`src/hw/rtl/aspd_pkg.sv`:
```
package aspd_pkg;

    localparam int SAMPLE_W = 16;
    localparam int TICK_W = 32;
    localparam int WCOUNT_W = 8;
    localparam int CFG_INDEX_W = 2;
    localparam int CFG_DATA_W = 16;

    localparam int AVG_DEPTH_DEFAULT = 16;
    localparam int MAX_WINDOW_LEN_DEFAULT = 150;

    localparam logic signed [SAMPLE_W-1:0] ONE_G = 16'sd4096;
    localparam logic signed [SAMPLE_W-1:0] WINDOW_MAX_INIT = 16'sh8000;

    localparam logic [CFG_INDEX_W-1:0] CFG_MIN_STEP_INTERVAL = 2'd0;
    localparam logic [CFG_INDEX_W-1:0] CFG_MAX_STEP_INTERVAL = 2'd1;
    localparam logic [CFG_INDEX_W-1:0] CFG_THRESHOLD_FLOOR = 2'd2;
    localparam logic [CFG_INDEX_W-1:0] CFG_GRAVITY_LEVEL = 2'd3;

    localparam logic [15:0] MIN_STEP_INTERVAL_RESET = 16'd10;
    localparam logic [15:0] MAX_STEP_INTERVAL_RESET = 16'd100;
    localparam logic signed [15:0] THRESHOLD_FLOOR_RESET = 16'sd4178;
    localparam logic signed [15:0] GRAVITY_LEVEL_RESET = 16'sd4096;

    typedef struct packed {
        logic signed [SAMPLE_W-1:0] sample;
        logic                       sample_invalid;
    } item_t;

    typedef struct packed {
        logic                       step;
        logic signed [SAMPLE_W-1:0] current_threshold;
    } result_t;

    typedef struct packed {
        logic [15:0]        min_step_interval;
        logic [15:0]        max_step_interval;
        logic signed [15:0] threshold_floor;
        logic signed [15:0] gravity_level;
    } cfg_t;

    typedef struct packed {
        logic advance;
        logic has_sample;
    } ctl_t;

endpackage

```
`src/hw/rtl/aspd_ram.sv`:
```
module aspd_ram #(
    parameter int WIDTH = 16,
    parameter int DEPTH = 16
) (
    input  logic                     clk,
    input  logic                     we,
    input  logic [$clog2(DEPTH)-1:0] waddr,
    input  logic [WIDTH-1:0]         wdata,
    input  logic                     re,
    input  logic [$clog2(DEPTH)-1:0] raddr,
    output logic [WIDTH-1:0]         rdata
);

    logic [WIDTH-1:0] mem [DEPTH];

    always_ff @(posedge clk)
    begin
        if (we)
        begin
            mem[waddr] <= wdata;
        end
        if (re)
        begin
            rdata <= mem[raddr];
        end
    end

endmodule

```
`src/hw/rtl/aspd_avg.sv`:
```
module aspd_avg #(
    parameter int AVG_DEPTH = aspd_pkg::AVG_DEPTH_DEFAULT
) (
    input  logic                                 clk,
    input  logic                                 rst_n,
    input  logic                                 issue,
    input  aspd_pkg::ctl_t                       ctl,
    input  logic signed [aspd_pkg::SAMPLE_W-1:0] x,
    output logic signed [aspd_pkg::SAMPLE_W-1:0] filtered
);

    import aspd_pkg::*;

    localparam int AW = $clog2(AVG_DEPTH);
    localparam int SUMW = SAMPLE_W + AW;
    localparam int MW = SUMW + 2;
    localparam int DIV_SHIFT = SUMW + AW;
    localparam logic signed [SUMW-1:0] SUM_INIT = SUMW'(AVG_DEPTH * 4096);
    localparam logic signed [SUMW:0] OFFSET = (SUMW + 1)'(AVG_DEPTH * 32768);
    localparam logic [MW-1:0] RECIP =
        MW'(((64'd1 << DIV_SHIFT) + 64'(AVG_DEPTH) - 64'd1) / 64'(AVG_DEPTH));

    logic [AW-1:0]              ptr_reg;
    logic [AW-1:0]              ptr_next;
    logic [AW-1:0]              addr_reg;
    logic [AVG_DEPTH-1:0]       written_reg;
    logic signed [SUMW-1:0]     sum_reg;
    logic signed [SUMW-1:0]     sum_next;
    logic [SAMPLE_W-1:0]        rdata;
    logic signed [SAMPLE_W-1:0] oldest;
    logic signed [SUMW:0]       biased;
    logic [SUMW+MW-1:0]         product;
    logic [SAMPLE_W-1:0]        quotient;
    logic                       commit;

    assign commit = ctl.advance && ctl.has_sample;

    aspd_ram #(
        .WIDTH(SAMPLE_W),
        .DEPTH(AVG_DEPTH)
    ) u_history (
        .clk  (clk),
        .we   (commit),
        .waddr(addr_reg),
        .wdata(x),
        .re   (issue),
        .raddr(ptr_reg),
        .rdata(rdata)
    );

    always_comb
    begin
        ptr_next = (ptr_reg == AW'(AVG_DEPTH - 1)) ? '0 : ptr_reg + 1'b1;
        oldest = written_reg[addr_reg] ? $signed(rdata) : ONE_G;
        sum_next = sum_reg - SUMW'(oldest) + SUMW'(x);
        biased = (SUMW + 1)'(sum_next) + OFFSET;
        product = (SUMW + MW)'(biased[SUMW-1:0]) * (SUMW + MW)'(RECIP);
        quotient = product[DIV_SHIFT +: SAMPLE_W];
        filtered = $signed({~quotient[SAMPLE_W-1], quotient[SAMPLE_W-2:0]});
    end

    always_ff @(posedge clk or negedge rst_n)
    begin
        if (!rst_n)
        begin
            ptr_reg <= '0;
            written_reg <= '0;
            sum_reg <= SUM_INIT;
        end
        else
        begin
            if (issue)
            begin
                ptr_reg <= ptr_next;
            end
            if (commit)
            begin
                written_reg[addr_reg] <= 1'b1;
                sum_reg <= sum_next;
            end
        end
    end

    always_ff @(posedge clk)
    begin
        if (issue)
        begin
            addr_reg <= ptr_reg;
        end
    end

endmodule

```
`src/hw/rtl/aspd_peak.sv`:
```
module aspd_peak #(
    parameter int MAX_WINDOW_LEN = aspd_pkg::MAX_WINDOW_LEN_DEFAULT
) (
    input  logic                                 clk,
    input  logic                                 rst_n,
    input  aspd_pkg::ctl_t                       ctl,
    input  aspd_pkg::cfg_t                       cfg,
    input  logic signed [aspd_pkg::SAMPLE_W-1:0] filtered,
    output aspd_pkg::result_t                    result_next
);

    import aspd_pkg::*;

    logic [TICK_W-1:0]          tick_reg;
    logic [TICK_W-1:0]          tick_next;
    logic [TICK_W-1:0]          last_peak_reg;
    logic [TICK_W-1:0]          delta;
    logic [WCOUNT_W-1:0]        wcount_reg;
    logic [WCOUNT_W-1:0]        wcount_inc;
    logic [WCOUNT_W-1:0]        wcount_next;
    logic signed [SAMPLE_W-1:0] wmax_reg;
    logic signed [SAMPLE_W-1:0] wmax_upd;
    logic signed [SAMPLE_W-1:0] wmax_next;
    logic signed [SAMPLE_W-1:0] thr_reg;
    logic signed [SAMPLE_W-1:0] thr_next;
    logic signed [SAMPLE_W-1:0] thr_half;
    logic signed [SAMPLE_W-1:0] thr_cand;
    logic signed [SAMPLE_W:0]   thr_sum;
    logic signed [SAMPLE_W-1:0] last_filt_reg;
    logic                       rising_reg;
    logic                       win_done;
    logic                       going_up;
    logic                       peak;
    logic                       step;
    logic                       commit;

    assign commit = ctl.advance && ctl.has_sample;

    always_comb
    begin
        tick_next = tick_reg + 1'b1;
        wmax_upd = (filtered > wmax_reg) ? filtered : wmax_reg;
        wcount_inc = wcount_reg + 1'b1;
        win_done = wcount_inc >= WCOUNT_W'(MAX_WINDOW_LEN);
        thr_sum = (SAMPLE_W + 1)'(wmax_upd) + (SAMPLE_W + 1)'(cfg.gravity_level);
        thr_half = thr_sum[SAMPLE_W:1];
        thr_cand = (thr_half < cfg.threshold_floor) ? cfg.threshold_floor : thr_half;
        wmax_next = win_done ? WINDOW_MAX_INIT : wmax_upd;
        wcount_next = win_done ? '0 : wcount_inc;
        thr_next = win_done ? thr_cand : thr_reg;
        going_up = filtered >= last_filt_reg;
        delta = tick_next - last_peak_reg;
        peak = !going_up && rising_reg && (last_filt_reg >= thr_next);
        step = peak && (delta > TICK_W'(cfg.min_step_interval))
            && (delta < TICK_W'(cfg.max_step_interval));
        result_next.step = ctl.has_sample && step;
        result_next.current_threshold = ctl.has_sample ? thr_next : thr_reg;
    end

    always_ff @(posedge clk or negedge rst_n)
    begin
        if (!rst_n)
        begin
            tick_reg <= '0;
            last_peak_reg <= '0;
            wcount_reg <= '0;
            wmax_reg <= WINDOW_MAX_INIT;
            thr_reg <= THRESHOLD_FLOOR_RESET;
            last_filt_reg <= ONE_G;
            rising_reg <= 1'b0;
        end
        else
        begin
            if (ctl.advance)
            begin
                tick_reg <= tick_next;
            end
            if (commit)
            begin
                wcount_reg <= wcount_next;
                wmax_reg <= wmax_next;
                thr_reg <= thr_next;
                last_filt_reg <= filtered;
                rising_reg <= going_up;
                if (peak)
                begin
                    last_peak_reg <= tick_next;
                end
            end
        end
    end

endmodule

```
`src/hw/rtl/accel_step_peak_detector.sv`:
```
// Step detector for a pedometer: one beat carries one acceleration-magnitude sample and
// yields one beat with the step flag and the threshold in force. The block takes a new
// beat every cycle while item_stall is low. A valid beat reads the oldest sample of the
// moving-average history memory in the cycle it is taken. When the beat leaves stage 1,
// a valid beat updates the running sum, window maximum, threshold and peak state, and
// every beat loads the result register. Each valid beat reads and writes the history
// memory once, and an invalid beat leaves it untouched. The input is stalled only while
// a beat waits in the stage behind the input and the result register is full and held
// by the consumer. The threshold and gravity registers take effect at the next window
// completion.
module accel_step_peak_detector #(
    parameter int AVG_DEPTH = aspd_pkg::AVG_DEPTH_DEFAULT,
    parameter int MAX_WINDOW_LEN = aspd_pkg::MAX_WINDOW_LEN_DEFAULT
) (
    input  logic                             clk,
    input  logic                             rst_n,
    input  aspd_pkg::item_t                  item,
    input  logic                             item_valid,
    output logic                             item_stall,
    output aspd_pkg::result_t                result,
    output logic                             result_valid,
    input  logic                             result_stall,
    input  logic                             cfg_we,
    input  logic [aspd_pkg::CFG_INDEX_W-1:0] cfg_index,
    input  logic [aspd_pkg::CFG_DATA_W-1:0]  cfg_data
);

    import aspd_pkg::*;

    cfg_t    cfg_reg;
    item_t   s1_item_reg;
    logic    s1_valid_reg;
    logic    s1_adv;
    logic    accept;
    ctl_t    ctl;
    result_t result_reg;
    result_t result_next;
    logic    result_valid_reg;
    logic signed [SAMPLE_W-1:0] filtered;

    assign s1_adv = s1_valid_reg && (!result_valid_reg || !result_stall);
    assign item_stall = s1_valid_reg && !s1_adv;
    assign accept = item_valid && !item_stall;
    assign ctl.advance = s1_adv;
    assign ctl.has_sample = !s1_item_reg.sample_invalid;
    assign result = result_reg;
    assign result_valid = result_valid_reg;

    aspd_avg #(
        .AVG_DEPTH(AVG_DEPTH)
    ) u_avg (
        .clk     (clk),
        .rst_n   (rst_n),
        .issue   (accept && !item.sample_invalid),
        .ctl     (ctl),
        .x       (s1_item_reg.sample),
        .filtered(filtered)
    );

    aspd_peak #(
        .MAX_WINDOW_LEN(MAX_WINDOW_LEN)
    ) u_peak (
        .clk        (clk),
        .rst_n      (rst_n),
        .ctl        (ctl),
        .cfg        (cfg_reg),
        .filtered   (filtered),
        .result_next(result_next)
    );

    always_ff @(posedge clk or negedge rst_n)
    begin
        if (!rst_n)
        begin
            cfg_reg.min_step_interval <= MIN_STEP_INTERVAL_RESET;
            cfg_reg.max_step_interval <= MAX_STEP_INTERVAL_RESET;
            cfg_reg.threshold_floor <= THRESHOLD_FLOOR_RESET;
            cfg_reg.gravity_level <= GRAVITY_LEVEL_RESET;
        end
        else if (cfg_we)
        begin
            case (cfg_index)
                CFG_MIN_STEP_INTERVAL: cfg_reg.min_step_interval <= cfg_data;
                CFG_MAX_STEP_INTERVAL: cfg_reg.max_step_interval <= cfg_data;
                CFG_THRESHOLD_FLOOR:   cfg_reg.threshold_floor <= $signed(cfg_data);
                CFG_GRAVITY_LEVEL:     cfg_reg.gravity_level <= $signed(cfg_data);
                default: ;
            endcase
        end
    end

    always_ff @(posedge clk or negedge rst_n)
    begin
        if (!rst_n)
        begin
            s1_valid_reg <= 1'b0;
            result_valid_reg <= 1'b0;
        end
        else
        begin
            if (accept)
            begin
                s1_valid_reg <= 1'b1;
            end
            else if (s1_adv)
            begin
                s1_valid_reg <= 1'b0;
            end
            if (s1_adv)
            begin
                result_valid_reg <= 1'b1;
            end
            else if (!result_stall)
            begin
                result_valid_reg <= 1'b0;
            end
        end
    end

    always_ff @(posedge clk)
    begin
        if (accept)
        begin
            s1_item_reg <= item;
        end
        if (s1_adv)
        begin
            result_reg <= result_next;
        end
    end

    a_hold_stage1: assert property (@(posedge clk) disable iff (!rst_n)
        s1_valid_reg && !s1_adv |=> s1_valid_reg && $stable(s1_item_reg))
        else $error("stage 1 beat lost while the result side was stalled");

    a_adv_fills_result: assert property (@(posedge clk) disable iff (!rst_n)
        s1_adv |=> result_valid_reg)
        else $error("advanced beat did not reach the result register");

    a_accept_fills_stage1: assert property (@(posedge clk) disable iff (!rst_n)
        accept |=> s1_valid_reg)
        else $error("accepted beat did not enter stage 1");

    a_stall_needs_full: assert property (@(posedge clk) disable iff (!rst_n)
        item_stall |-> s1_valid_reg && result_valid_reg && result_stall)
        else $error("input stalled without a blocked pipeline");

endmodule

```
`config.mk`:
```
export PLATFORM = sky130hd
export DESIGN_NAME = accel_step_peak_detector
export DESIGN_NICKNAME = d
export VERILOG_FILES = /design/src/hw/rtl/aspd_pkg.sv /design/src/hw/rtl/aspd_ram.sv /design/src/hw/rtl/aspd_avg.sv /design/src/hw/rtl/aspd_peak.sv /design/src/hw/rtl/accel_step_peak_detector.sv
export SDC_FILE = /design/constraint.sdc
export NUM_CORES = 1
export LEC_CHECK = 0
export BUFFER_PORTS_ARGS = -buffer_cell sky130_fd_sc_hd__buf_2
export CORE_UTILIZATION = 30
export CTS_CLUSTER_DIAMETER = 120
export DETAILED_ROUTE_END_ITERATION = 10
export GPL_TIMING_DRIVEN = 0
export PLACE_DENSITY = 0.55
export SYNTH_ARGS = -nofsm -noshare
export SYNTH_HDL_FRONTEND = slang
export SYNTH_HIERARCHICAL = 1
export SYNTH_SLANG_ARGS = --single-unit
```
`constraint.sdc`:
```
create_clock -name clk -period 24 [get_ports clk]
set_input_delay 4.8 -clock clk [delete_from_list [all_inputs] [get_ports clk]]
set_output_delay 4.8 -clock clk [all_outputs]
set_load 0.02 [all_outputs]
```
[Yosys cells after proc, flatten, opt, wreduce, memory -nomap -nowiden]
Memories as Yosys holds them, arrays and structs flattened. A register that Yosys moved wholly into a read port is not among the register bits.
Cells that the tools add are included.
Cells by class
  add/subtract/negate cells: 8
  magnitude comparators: 9
  equal/unequal tests: 5
  multiplexer cells: 18
  bitwise logic cells: 2
  reductions and logical operators: 26
Operators with widths (number)
  two-way mux 16 bit: 6
  adder 32 x 1 -> 32 bit (second input constant): 1
  >= comparator 16 bit: 2
  > comparator 32 x 16 -> 1 bit: 1
  < comparator 32 x 16 -> 1 bit: 1
  subtractor 32 bit: 1
  adder 20 x 16 -> 20 bit: 1
  adder 20 bit (second input constant): 1
  subtractor 20 x 16 -> 20 bit: 1
  adder 16 x 16 -> 17 bit: 1
  > comparator 16 bit: 1
  < comparator 16 bit: 1
  bitwise OR 16 bit: 1
  logical AND 1 bit: 11
  AND reduction 2 bit: 5
  adder 8 x 1 -> 8 bit (second input constant): 1
  >= comparator 8 bit (second input constant): 1
  two-way mux 1 bit: 8
  two-way mux 8 bit: 1
  zero test 1 bit: 7
  < comparator 4 x 5 -> 1 bit (second input constant): 1
  adder 4 x 1 -> 4 bit (second input constant): 1
  binary-select mux 1 bit (select 4 bit): 1
  demux 1 bit (select 4 bit): 1
  other kinds (10): 11
Word-level totals
  register bits: 265
  bits in writable memories: 256
  bits of input ports: 40
  output and inout port bits: 19
  logic and storage cells: 90
  memories: 1
Memories
  u_avg.u_history.mem: depth 16, bits a word 16, read ports 1, clocked after memory_dff 1, wr ports 1, line aspd_ram.sv:14  | logic [WIDTH-1:0] mem [DEPTH];

[Logic depth before layout (Yosys ltp)]
Gate-level depths: netlist of the first run.
  depth after elaboration: 18
  mapped depth: 56
  mapped depth without buffers: 49

[By module]
The synthesis of the first run kept the hierarchy.
By module, submodules not included
  aspd_peak: times used 1, cells each 1294, area each 10820.4 µm², sequential area each 3035.4 µm²
  aspd_ram: times used 1, cells each 432, area each 10203.5 µm², sequential area each 8167.8 µm²
  aspd_avg: times used 1, cells each 388, area each 3618.5 µm², sequential area each 1122.3 µm²
  accel_step_peak_detector: times used 1, cells each 180, area each 3538.4 µm², sequential area each 2685.1 µm²

[Worst setup path after synthesis of the first run]
No wires, ideal clock.
  path type: reg2reg
  start: register u_avg.addr_reg[0]
  end: register u_peak.last_peak_reg[1]
  setup time: 134 ps
  data arrival time: 11827 ps
  path slack: 12039 ps
  cell stages (with the launch flop): 52
  buffers on the path: 7
  clock period less this slack: 11961 ps
  path through: edfxtp_1 -> buf_6 -> mux4_2 -> mux4_2 -> buf_6 -> and2_4 -> fa_1 -> inv_1 -> ha_1 -> clkbuf_1 -> a21oi_1 -> o21ai_1 -> a221oi_1 -> nand2_1 -> xor3_1 -> ha_1 -> nand4_1 -> nor2_1 -> [... 16 more ...] -> o211ai_1 -> a211o_1 -> o311ai_2 -> buf_6 -> clkbuf_1 -> nand3_1 -> o21ai_0 -> a21oi_1 -> ha_1 -> nand4_1 -> or2_2 -> or3_1 -> nand3_1 -> mux2_2 -> nand3_1 -> nor2_1 -> clkbuf_1 -> o21ai_0
On the way
  word-level cells in the longest chain between the ends: 16
  elaborated cells between the ends (all ways): 19
  classes of those cells: add/sub (4); order compare (4); mux (6); bitwise (1); reduce/logical (4)
RTL lines
  from (decl): line aspd_avg.sv:25  | logic [AW-1:0] addr_reg;
  from (signal assigned): line aspd_avg.sv:88  | addr_reg <= ptr_reg;
  binary-select mux 1 bit (select 4 bit) *: line aspd_avg.sv:54  | oldest = written_reg[addr_reg] ? $signed(rdata) : ONE_G;
  two-way mux 1 bit (implied by the code) *: line aspd_avg.sv:54
  two-way mux 16 bit *: line aspd_avg.sv:54
  subtractor 20 x 16 -> 20 bit *: line aspd_avg.sv:55  | sum_next = sum_reg - SUMW'(oldest) + SUMW'(x);
  adder 20 x 16 -> 20 bit *: line aspd_avg.sv:55
  adder 20 bit *: line aspd_avg.sv:56  | biased = (SUMW + 1)'(sum_next) + OFFSET;
  inverter 1 bit *: line aspd_avg.sv:59  | filtered = $signed({~quotient[SAMPLE_W-1], quotient[SAMPLE_W-2:0]});
  named net filtered[15]: line accel_step_peak_detector.sv:39  | logic signed [SAMPLE_W-1:0] filtered;
  > comparator 16 bit: line aspd_peak.sv:42  | wmax_upd = (filtered > wmax_reg) ? filtered : wmax_reg;
  two-way mux 16 bit: line aspd_peak.sv:42
  adder 16 x 16 -> 17 bit: line aspd_peak.sv:45  | thr_sum = (SAMPLE_W + 1)'(wmax_upd) + (SAMPLE_W + 1)'(cfg.gravity_level);
  < comparator 16 bit: line aspd_peak.sv:47  | thr_cand = (thr_half < cfg.threshold_floor) ? cfg.threshold_floor : thr_half;
  two-way mux 16 bit: line aspd_peak.sv:47
  two-way mux 16 bit: line aspd_peak.sv:50  | thr_next = win_done ? thr_cand : thr_reg;
  >= comparator 16 bit: line aspd_peak.sv:53  | peak = !going_up && rising_reg && (last_filt_reg >= thr_next);
  logical AND 1 bit *: line aspd_peak.sv:53
  AND reduction 2 bit (no source line) *
  to (signal assigned): line aspd_peak.sv:87  | last_peak_reg <= tick_next;
  to (decl): line aspd_peak.sv:16  | logic [TICK_W-1:0] last_peak_reg;
Mark *: on every way through the listed nets, which the timed path passes. The rest lies on a longest branch. The select of a mux whose other input is x is not followed.
A chain may end at the register's enable or synchronous reset.

[Worst setup path after layout of the first run]
  start: register u_avg.addr_reg[1]
  end: register u_peak.last_peak_reg[23]
The elaborated chain is that of the path after synthesis.

==> results of run 1 <==
cell families (layout without fill, tap and decap cells):
kind of cell	after synthesis	in the layout	share of synthesized area
AOI/OAI and AO/OA	446	446	0.103
buffers and inverters	314	501	0.0484
muxes	189	189	0.104
xor gates and xnor gates	114	114	0.0362
and+or+nand+nor	508	508	0.0882
adders and majority gates	186	186	0.0882
DFF	537	537	0.533
how the worst min path moves through the flow:
stage / start / end / cells after the start
2_1_floorplan: u_avg/written_reg[0] / u_avg/written_reg[0] / 1
3_3_place_gp: u_avg/written_reg[0] / u_avg/written_reg[0] / 1
3_5_place_dp: u_avg/written_reg[0] / u_avg/written_reg[0] / 1
4_1_cts: u_avg/written_reg[3] / u_avg/written_reg[3] / 1
5_1_grt: u_avg/written_reg[0] / u_avg/written_reg[0] / 1
6_report: u_avg/written_reg[3] / u_avg/written_reg[3] / 1
worst max-delay path: cells and delay by family, from the launching register on:
family / cells / cell delay (ns)
DFF: 1 / 0.68
and+or+nand+nor: 12 / 2.87
xor gates and xnor gates: 2 / 0.75
AOI/OAI and AO/OA: 20 / 4.25
buffers and inverters: 8 / 2.35
muxes: 5 / 2.13
adders and majority gates: 6 / 2.09
metal layers:
metal	GRT usage	routed length, um	up-vias
met5	0	0	-
met4	0.0413	1680	0
met3	0.0213	3220	94
met2	0.232	31700	410
met1	0.194	30600	9214
li1	-	-	8589
placed cells by master, fill, tap and decap left out, types with 19 or more instances in the layout:
master | Yosys | layout
edfxtp_1 | 310 | 310
inv_1 | 214 | 214
dfrtp_1 | 210 | 210
nand2_1 | 210 | 210
ha_1 | 165 | 165
o21ai_0 | 130 | 130
mux2_2 | 98 | 98
a21oi_1 | 94 | 94
xnor2_1 | 80 | 80
clkbuf_1 | 49 | 70
nor2_1 | 83 | 70
buf_2 | 10 | 67
mux4_2 | 58 | 58
clkbuf_16 | 0 | 57
nand3_1 | 43 | 43
a22oi_1 | 36 | 36
a21o_1 | 35 | 35
nand4_1 | 34 | 34
xor2_1 | 32 | 32
mux2i_1 | 22 | 22
buf_4 | 20 | 21
fa_1 | 21 | 21
and3_1 | 19 | 19
nor2b_1 | 19 | 19
cell usage after synthesis, types with 22 or more instances:
cell type | instances | area, um2
ha_1 | 165 | 2060
o21ai_0 | 130 | 651
edfxtp_1 | 310 | 9310
nand2_1 | 210 | 788
mux4_2 | 58 | 1310
inv_1 | 214 | 803
xor2_1 | 32 | 280
a21o_1 | 35 | 263
mux2i_1 | 22 | 220
a22oi_1 | 36 | 270
nand3_1 | 43 | 215
xnor2_1 | 80 | 701
nor2_1 | 83 | 312
clkbuf_1 | 49 | 184
dfrtp_1 | 210 | 5260
a21oi_1 | 94 | 470
nor3_1 | 22 | 110
mux2_2 | 98 | 1100
nand4_1 | 34 | 213
stage by stage:
| step | cell area [um2] | setup WS, ns | cells |
|---|---|---|---|
| final | 32300 | 8.70 | 3735 |
| after global placement | 30000 | 8.97 | 3606 |
| after floorplan | 28200 | 12.04 | 2294 |
| after CTS | 32300 | 8.61 | 3735 |
| after global routing | 32300 | 7.56 | 3735 |
| after detailed placement | 30500 | 8.71 | 3627 |
layout make-up:
type / count / area share
flip-flops and latches: 537 / 0.464
multi-input cells: 1443 / 0.367
well taps: 1254 / 0.0486
clock buffers: 82 / 0.0483
inverters: 216 / 0.0251
repair buffers: 79 / 0.0196
plain buffers: 98 / 0.0172
clock inverters: 26 / 0.00945
==> flow_metrics.tcl, run 1 <==
set metrics [dict create \
    max_cap_violations 0 \
    drt_first_pass_iters 5 \
    run_status "complete, no violations" \
    finClkSkew_ns 0.0802 \
    critical_path.slowest_cell "nor2_1" \
    cts_made_buffers 57 \
    layout.core_utilization 0.347 \
    final_weighted_congestion_in_routability_driven_placement 0.854 \
    worst-setup-path-type "reg -> reg" \
    ys_seq_area_frac 0.533 \
    clkSinkCount 537 \
    netlist_area_um2 28200 \
    post_cts.resized_instances 0 \
    async_reset_ff_frac 0.423 \
    chipWidth_um 308 \
    cts_max_level 2 \
    flip_flop_cell_with_the_highest_count_after_synthesis "edfxtp_1" \
    synth.ff_latch_count 537 \
    crit_top_cell "ha_1" \
    clockBufferDepth 3 \
    num_rows 112 \
    avgSynthCellArea_um2 12.3 \
    global_route.overflow_total 0 \
    cts.repair_timing.setup_buffer_count 0 \
    floorplan.die.height_um 308 \
    largest_register_ff_count 256 \
    finalWorstPathRequiredPeriod_ns 15.30 \
    syn-num-nets 2520 \
    path_clk_slew_ns 0.06 \
    area.growth.synth_to_final_pct 14.7 \
    grt_pass1_vias 18653 \
    n_fill_cell 9059 \
    post_synth_num_cell_types 105 \
    hold_path.class "reg -> reg" \
    timing.hold.ws_ns 0.467 \
    initial_antenna_violation_count 0 \
    cts-hold-fix-buffers 0 \
    fp.coreArea_um2 93200 \
    grt_max_degree 96 \
    finalSetupTns_ns 0 \
    routed_wl_mm 67.1 \
    design.die.area_um2 95200 \
    cpPeakStageDelay_ns 0.95 \
    critPathArrivalTime_ns 15.82 \
    clk_latency_ns 0.66 \
    root_buffer_cell "clkbuf_16" \
    buffer_ports.inserted 58 \
    ys_warn_count 6 \
    antenna_cells_inserted 0 \
    tightestPinTransition_ns 1.12 \
    drt_drc_violations_left 0 \
    crit_path_start "u_avg/addr_reg[1]" \
    timing_hold_violations_final 0 \
    initial_core_util 0.302 \
    worst_setup_path_end_kind "register" \
    reg2reg_to "u_peak/last_peak_reg[23]" \
    drt-vias-per-instance 4.90 \
    final_net_count 2658 \
    detailroute.via_count 18307 \
    worstReg2RegStart "u_avg/addr_reg[1]" \
    cp-start-kind "register" \
    gr-usage-all-layers 0.142 \
    layout_cell_share_with_drive_strength_beyond_1 0.178 \
    r2r_setup_slack_ns 8.70 \
    synth-edff-count 310 \
    number_of_design_rule_violations_left_by_the_first_detailed_router_iteration 1332 \
    wl_per_cell_um 18.0 \
    final-seq-area_um2 15000 \
    drtAntennaViolNets 0 \
    critPathRequiredTime_ns 24.52 \
    ff2ff_path_depth 53 \
    setup_repair_after_global_routing_missed_its_margin "false" \
    path_max_fanout 10 \
    global_route_wire_length_before_repair_mm 106 \
    detailed_place_hpwl_mm 49.5 \
    synthesis.instances 2294 \
    multi_input_gate_area_um2 11900 \
    final_min_period_over_clock_period 0.637 \
    cts_tree "yes" \
    maxClockFrequency_ghz 0.0654 \
    finalSetupViolations 0 \
    slew_violations 0 \
    io_pins 59 \
    endpoint "u_peak/last_peak_reg[23]" \
    worst_relative_slew_slack 0.250 \
]
Power of run 1 is left out: the tool's default activity adds up to more than one toggle a clock period on the data nets, which glitch-free logic cannot reach.
==> run 2, diff against run 1 <==
==> constraint.sdc (replaced) <==
create_clock -name clk -period 15.5 [get_ports clk]
set_input_delay 3.1 -clock clk [delete_from_list [all_inputs] [get_ports clk]]
set_output_delay 3.1 -clock clk [all_outputs]
set_load 0.02 [all_outputs]
==> run 2 against run 1 <==
  * Count of clock-buffer cells in the layout stayed put
  * Maximum frequency rose by 5.9%
  * Critical path depth decreased by 1
  * Worst setup slack lost 7.6 ns
  * Flip-flop and latch count unchanged
  * Sequential share of layout area about the same
  * Die area unchanged
  * Wire length is essentially flat
  * Critical path type unchanged
  * Clock skew grew 0.00082 ns
  * Via count decreased by 0.23%
==> flow_metrics.tcl, run 2 (synthesis gave the netlist of run 1 again) <==
set metrics [dict create \
    chipWidth_um 308 \
    grt_max_degree 96 \
    final_weighted_congestion_in_routability_driven_placement 0.854 \
    critical_path.slowest_cell "edfxtp_1" \
    cp_bufs_invs 7 \
    cpPeakStageDelay_ns 0.68 \
    slew_violations 0 \
    largest_register_ff_count 256 \
    cts_made_buffers 57 \
    layout_cell_share_with_drive_strength_beyond_1 0.179 \
    worst_relative_slew_slack 0.341 \
    io_pins 59 \
    global_route.overflow_total 0 \
    finalSetupTns_ns 0 \
    path_max_fanout 10 \
    timing_hold_violations_final 0 \
    drt_drc_violations_left 0 \
    clockBufferDepth 3 \
    drtAntennaViolNets 0 \
    max_cap_violations 0 \
    cts_tree "yes" \
    detailroute.via_count 18265 \
    cp-start-kind "register" \
    fp.coreArea_um2 93200 \
    run_status "complete, no violations" \
    instance_area_after_placement_um2 30500 \
    design_area_um2 32300 \
    design.die.area_um2 95200 \
    area.growth.synth_to_final_pct 14.7 \
    gr-usage-all-layers 0.142 \
    initial_core_util 0.302 \
    place.detailed.instances 3627 \
    critPathTopFamily "compound AO/OA/AOI/OAI gates" \
    drt-vias-per-instance 4.89 \
    grt_pass1_vias 18653 \
    cts-hold-fix-buffers 0 \
    clkSinkCount 537 \
    path_clk_slew_ns 0.06 \
    crit_top_cell "ha_1" \
    num_rows 112 \
    global_route_wire_length_before_repair_mm 106 \
    root_buffer_cell "clkbuf_16" \
    cts_max_level 2 \
    antenna_cells_inserted 0 \
    layout_commonest_cell "edfxtp_1" \
    hold_path.class "reg -> reg" \
    critPathRequiredTime_ns 15.98 \
    layout_common_cells "edfxtp_1 (310), inv_1 (214), dfrtp_1 (210), nand2_1 (210), ha_1 (165)" \
    layout.core_utilization 0.347 \
    final_min_period_over_clock_period 0.932 \
    post_layout_nonfiller_instances 3735 \
    finalSetupViolations 0 \
    final_net_count 2658 \
    critPathArrivalTime_ns 14.92 \
    maxClockFrequency_ghz 0.0692 \
    worst-setup-path-type "reg -> reg" \
    worst_setup_path_end_kind "register" \
    setup_repair_after_global_routing_missed_its_margin "false" \
    clk_latency_ns 0.66 \
    drt_first_pass_iters 5 \
    floorplan.die.height_um 308 \
    finalWorstPathRequiredPeriod_ns 14.45 \
    detailed_place_hpwl_mm 49.5 \
    tightestPinTransition_ns 0.983 \
    routed_wl_mm 67.2 \
    buffer_ports.inserted 58 \
    number_of_design_rule_violations_left_by_the_first_detailed_router_iteration 1402 \
    initial_antenna_violation_count 0 \
    finClkSkew_ns 0.0810 \
    wl_per_cell_um 18.0 \
]
[run 2: cell counts in the layout (fill, tap and decap cells not counted)]
Identical to the previous run, type by type.
[run 2: worst paths after layout]
path / slack, ns / depth (start not counted) / from / end
setup / recovery: 1.05 / 52 / u_avg/addr_reg[1] / u_peak/last_peak_reg[23]
hold / removal: 0.47 / 1 / u_avg/written_reg[3] / u_avg/written_reg[3]
setup reg to reg: 1.05 / 52 / u_avg/addr_reg[1] / u_peak/last_peak_reg[23]
hold reg to reg: 0.47 / 1 / u_avg/written_reg[3] / u_avg/written_reg[3]
max in group asynchronous: 11.84 / 3 / rst_n / u_avg/sum_reg[10]
min in group asynchronous: 2.37 / 1 / rst_n / cfg_reg[36]
[run 2: area by class of cell]
type	count	area (um2)
fill	9055	60900
sequential	537	15000
multi-input combinational	1443	11900
tap	1254	1570
clock buffer	82	1560
inverter	216	811
timing repair buffer	79	632
buffer	98	556
clock inverter	26	305
[run 2: what timing repair did]
item	in CTS	in global routing
hold endpoints to repair	0	0
setup buffers	0	0
endpoints found under the setup margin	0	33
resized for setup	0	6
[run 2: per-layer routing]
layer | global-route usage | part of all wire | vias up | wire length [um]
li1 | - | - | 8588 | -
met1 | 0.194 | 0.46 | 9186 | 30800
met2 | 0.232 | 0.47 | 401 | 31600
met3 | 0.0213 | 0.046 | 90 | 3100
met4 | 0.0413 | 0.025 | 0 | 1660
met5 | 0 | 0 | - | 0
[run 2: stage by stage]
step                      hold slack (ns)  worst slack (ns)
after floorplan                     0.423              3.54
after global placement              0.437             0.473
after detailed placement            0.448             0.213
after CTS                           0.465             0.105
after global routing                0.496            0.0772
final                               0.467              1.05
Power of run 2 is left out for the same reason.
==> run 3, diff against run 2 <==
--- a/config.mk
+++ b/config.mk
@@ -5,10 +5,10 @@
 export SDC_FILE = /design/constraint.sdc
 export NUM_CORES = 1
 export LEC_CHECK = 0
-export BUFFER_PORTS_ARGS = -buffer_cell sky130_fd_sc_hd__buf_2
 export CORE_UTILIZATION = 30
 export CTS_CLUSTER_DIAMETER = 120
 export DETAILED_ROUTE_END_ITERATION = 10
+export DONT_BUFFER_PORTS = 1
 export GPL_TIMING_DRIVEN = 0
 export PLACE_DENSITY = 0.55
 export SYNTH_ARGS = -nofsm -noshare
==> run 3 against run 2 <==
  * First-iteration DRC count down 9.4%
  * Global-route usage down 0.097 points
  * Worst setup slack worse by 0.21 ns
  * Wire length down 0.67%
  * Critical path depth down 2
  * Register-to-register slack worse by 0.21 ns
  * Critical endpoint is now u_peak/last_peak_reg[6]
  * Largest cell class unchanged
  * Highest routed layer unchanged
==> flow_metrics.tcl, run 3 (synthesis gave the netlist of run 1 again) <==
set metrics [dict create \
    clockBufferDepth 3 \
    detailroute.via_count 18103 \
    chipWidth_um 308 \
    drt_drc_violations_left 0 \
    floorplan.die.height_um 308 \
    timing_hold_violations_final 0 \
    cpPeakStageDelay_ns 0.67 \
    run_status "complete, no violations" \
    fp.coreArea_um2 93200 \
    largest_register_ff_count 256 \
    worst-setup-path-type "reg -> reg" \
    area.growth.synth_to_final_pct 14.3 \
    global_route_wire_length_before_repair_mm 105 \
    cp-start-kind "register" \
    max_cap_violations 0 \
    worst_relative_slew_slack 0.390 \
    design.die.area_um2 95200 \
    critPathRequiredTime_ns 16.03 \
    gr-usage-all-layers 0.141 \
    initial_antenna_violation_count 1 \
    met2_length_mm 31.6 \
    drt_first_pass_iters 7 \
    grt_max_degree 228 \
    drt-vias-per-instance 4.92 \
    path_clk_slew_ns 0.06 \
    final_min_period_over_clock_period 0.945 \
    critical_path.slowest_cell "edfxtp_1" \
    cts_tree "yes" \
    initial_core_util 0.302 \
    routedLengthMet1_mm 30.6 \
    critPathArrivalTime_ns 15.18 \
    final_net_count 2601 \
    routed_wl_mm 66.7 \
    cts_made_buffers 59 \
    root_buffer_cell "clkbuf_16" \
    num_rows 112 \
    tightestPinTransition_ns 0.910 \
    placement.setup.worst_slack_ns 0.338 \
    wl_per_cell_um 18.1 \
    finClkSkew_ns 0.0511 \
    io_pins 59 \
    cts.repair_timing.setup_buffer_count 0 \
    final_weighted_congestion_in_routability_driven_placement 0.854 \
    setup_repair_after_global_routing_missed_its_margin "false" \
    buffer_ports.inserted 0 \
    final.setup.worst_slack_ns 0.846 \
    detailed_place_hpwl_mm 48.8 \
    worst_setup_path_end_kind "register" \
    path_max_fanout 10 \
    crit_top_cell "ha_1" \
    finalSetupViolations 0 \
    grt_pass1_vias 18454 \
    clk_latency_ns 0.66 \
    number_of_design_rule_violations_left_by_the_first_detailed_router_iteration 1270 \
    post_cts.resized_instances 0 \
    cts_max_level 2 \
    cts-hold-fix-buffers 0 \
    finalSetupTns_ns 0 \
    drtAntennaViolNets 0 \
    clkSinkCount 537 \
    global_route.overflow_total 0 \
    maxClockFrequency_ghz 0.0682 \
    layout_common_cells "edfxtp_1 (310), inv_1 (214), dfrtp_1 (210), nand2_1 (210), ha_1 (165)" \
    finalWorstPathRequiredPeriod_ns 14.65 \
    layout_commonest_cell "edfxtp_1" \
    layout_cell_share_with_drive_strength_beyond_1 0.168 \
    met3RoutedLength_mm 3.03 \
    top_layer_used "met4" \
    hold_path.class "reg -> reg" \
    slew_violations 0 \
]
==> run 3: cell count changes in the layout (fill, tap and decap cells not counted), moves of 2 or more <==
cell       previous run  this run
diode_2               0         2
clkbuf_1             69        58
buf_2                67        10
inv_6                 0         2
clkinv_1             13         5
clkbuf_16            57        59
clkbuf_8              7        11
bufinv_16             4         7
clkinv_2              2        12
==> run 3: layer usage <==
layer / track usage / up-vias
met5: 0 / -
met4: 0.0377 / 0
met3: 0.0181 / 95
met2: 0.232 / 431
met1: 0.194 / 9078
li1: - / 8499
==> run 3: worst max-delay path, delay by kind of cell, from the launching register on <==
| family | cells | cell delay [ns] |
|---|---|---|
| AOI/OAI and AO/OA | 17 | 3.45 |
| muxes | 5 | 2.21 |
| DFF | 1 | 0.67 |
| adders and majority gates | 6 | 2.17 |
| xor gates and xnor gates | 2 | 0.74 |
| and+or+nand+nor | 13 | 3.20 |
| buffers and inverters | 7 | 2.06 |
==> run 3: cell type report <==
type                       instances  area, um2
antenna                            2       5.00
clock buffer                      77       1620
timing repair buffer              20        312
sequential                       537      15000
multi-input combinational       1443      11900
tap                             1254       1570
clock inverter                    35        449
fill                            9036      61000
inverter                         216        811
buffer                            98        556
==> run 3: path summary, 6_finish.rpt <==
kind / start / end / slack (ns) / depth (start not counted)
hold / removal: u_avg/written_reg[1] / u_avg/written_reg[1] / 0.47 / 2
setup / recovery: u_avg/addr_reg[1] / u_peak/last_peak_reg[6] / 0.85 / 50
max in group asynchronous: rst_n / u_peak/thr_reg[6] / 12.96 / 0
setup reg to reg: u_avg/addr_reg[1] / u_peak/last_peak_reg[6] / 0.85 / 50
hold reg to reg: u_avg/written_reg[1] / u_avg/written_reg[1] / 0.47 / 2
min in group asynchronous: rst_n / cfg_reg[26] / 2.16 / 0
==> run 3: through the flow <==
| step | util | hold WS [ns] | std cells | instance area (um2) |
|---|---|---|---|---|
| after floorplan | - | 0.423 | 2294 | 28200 |
| after global placement | 0.319 | 0.439 | 3548 | 29700 |
| after detailed placement | 0.323 | 0.453 | 3568 | 30100 |
| after CTS | 0.346 | 0.470 | 3680 | 32200 |
| after global routing | 0.346 | 0.485 | 3680 | 32200 |
| final | 0.346 | 0.467 | 3682 | 32200 |
Power of run 3 is left out for the same reason.
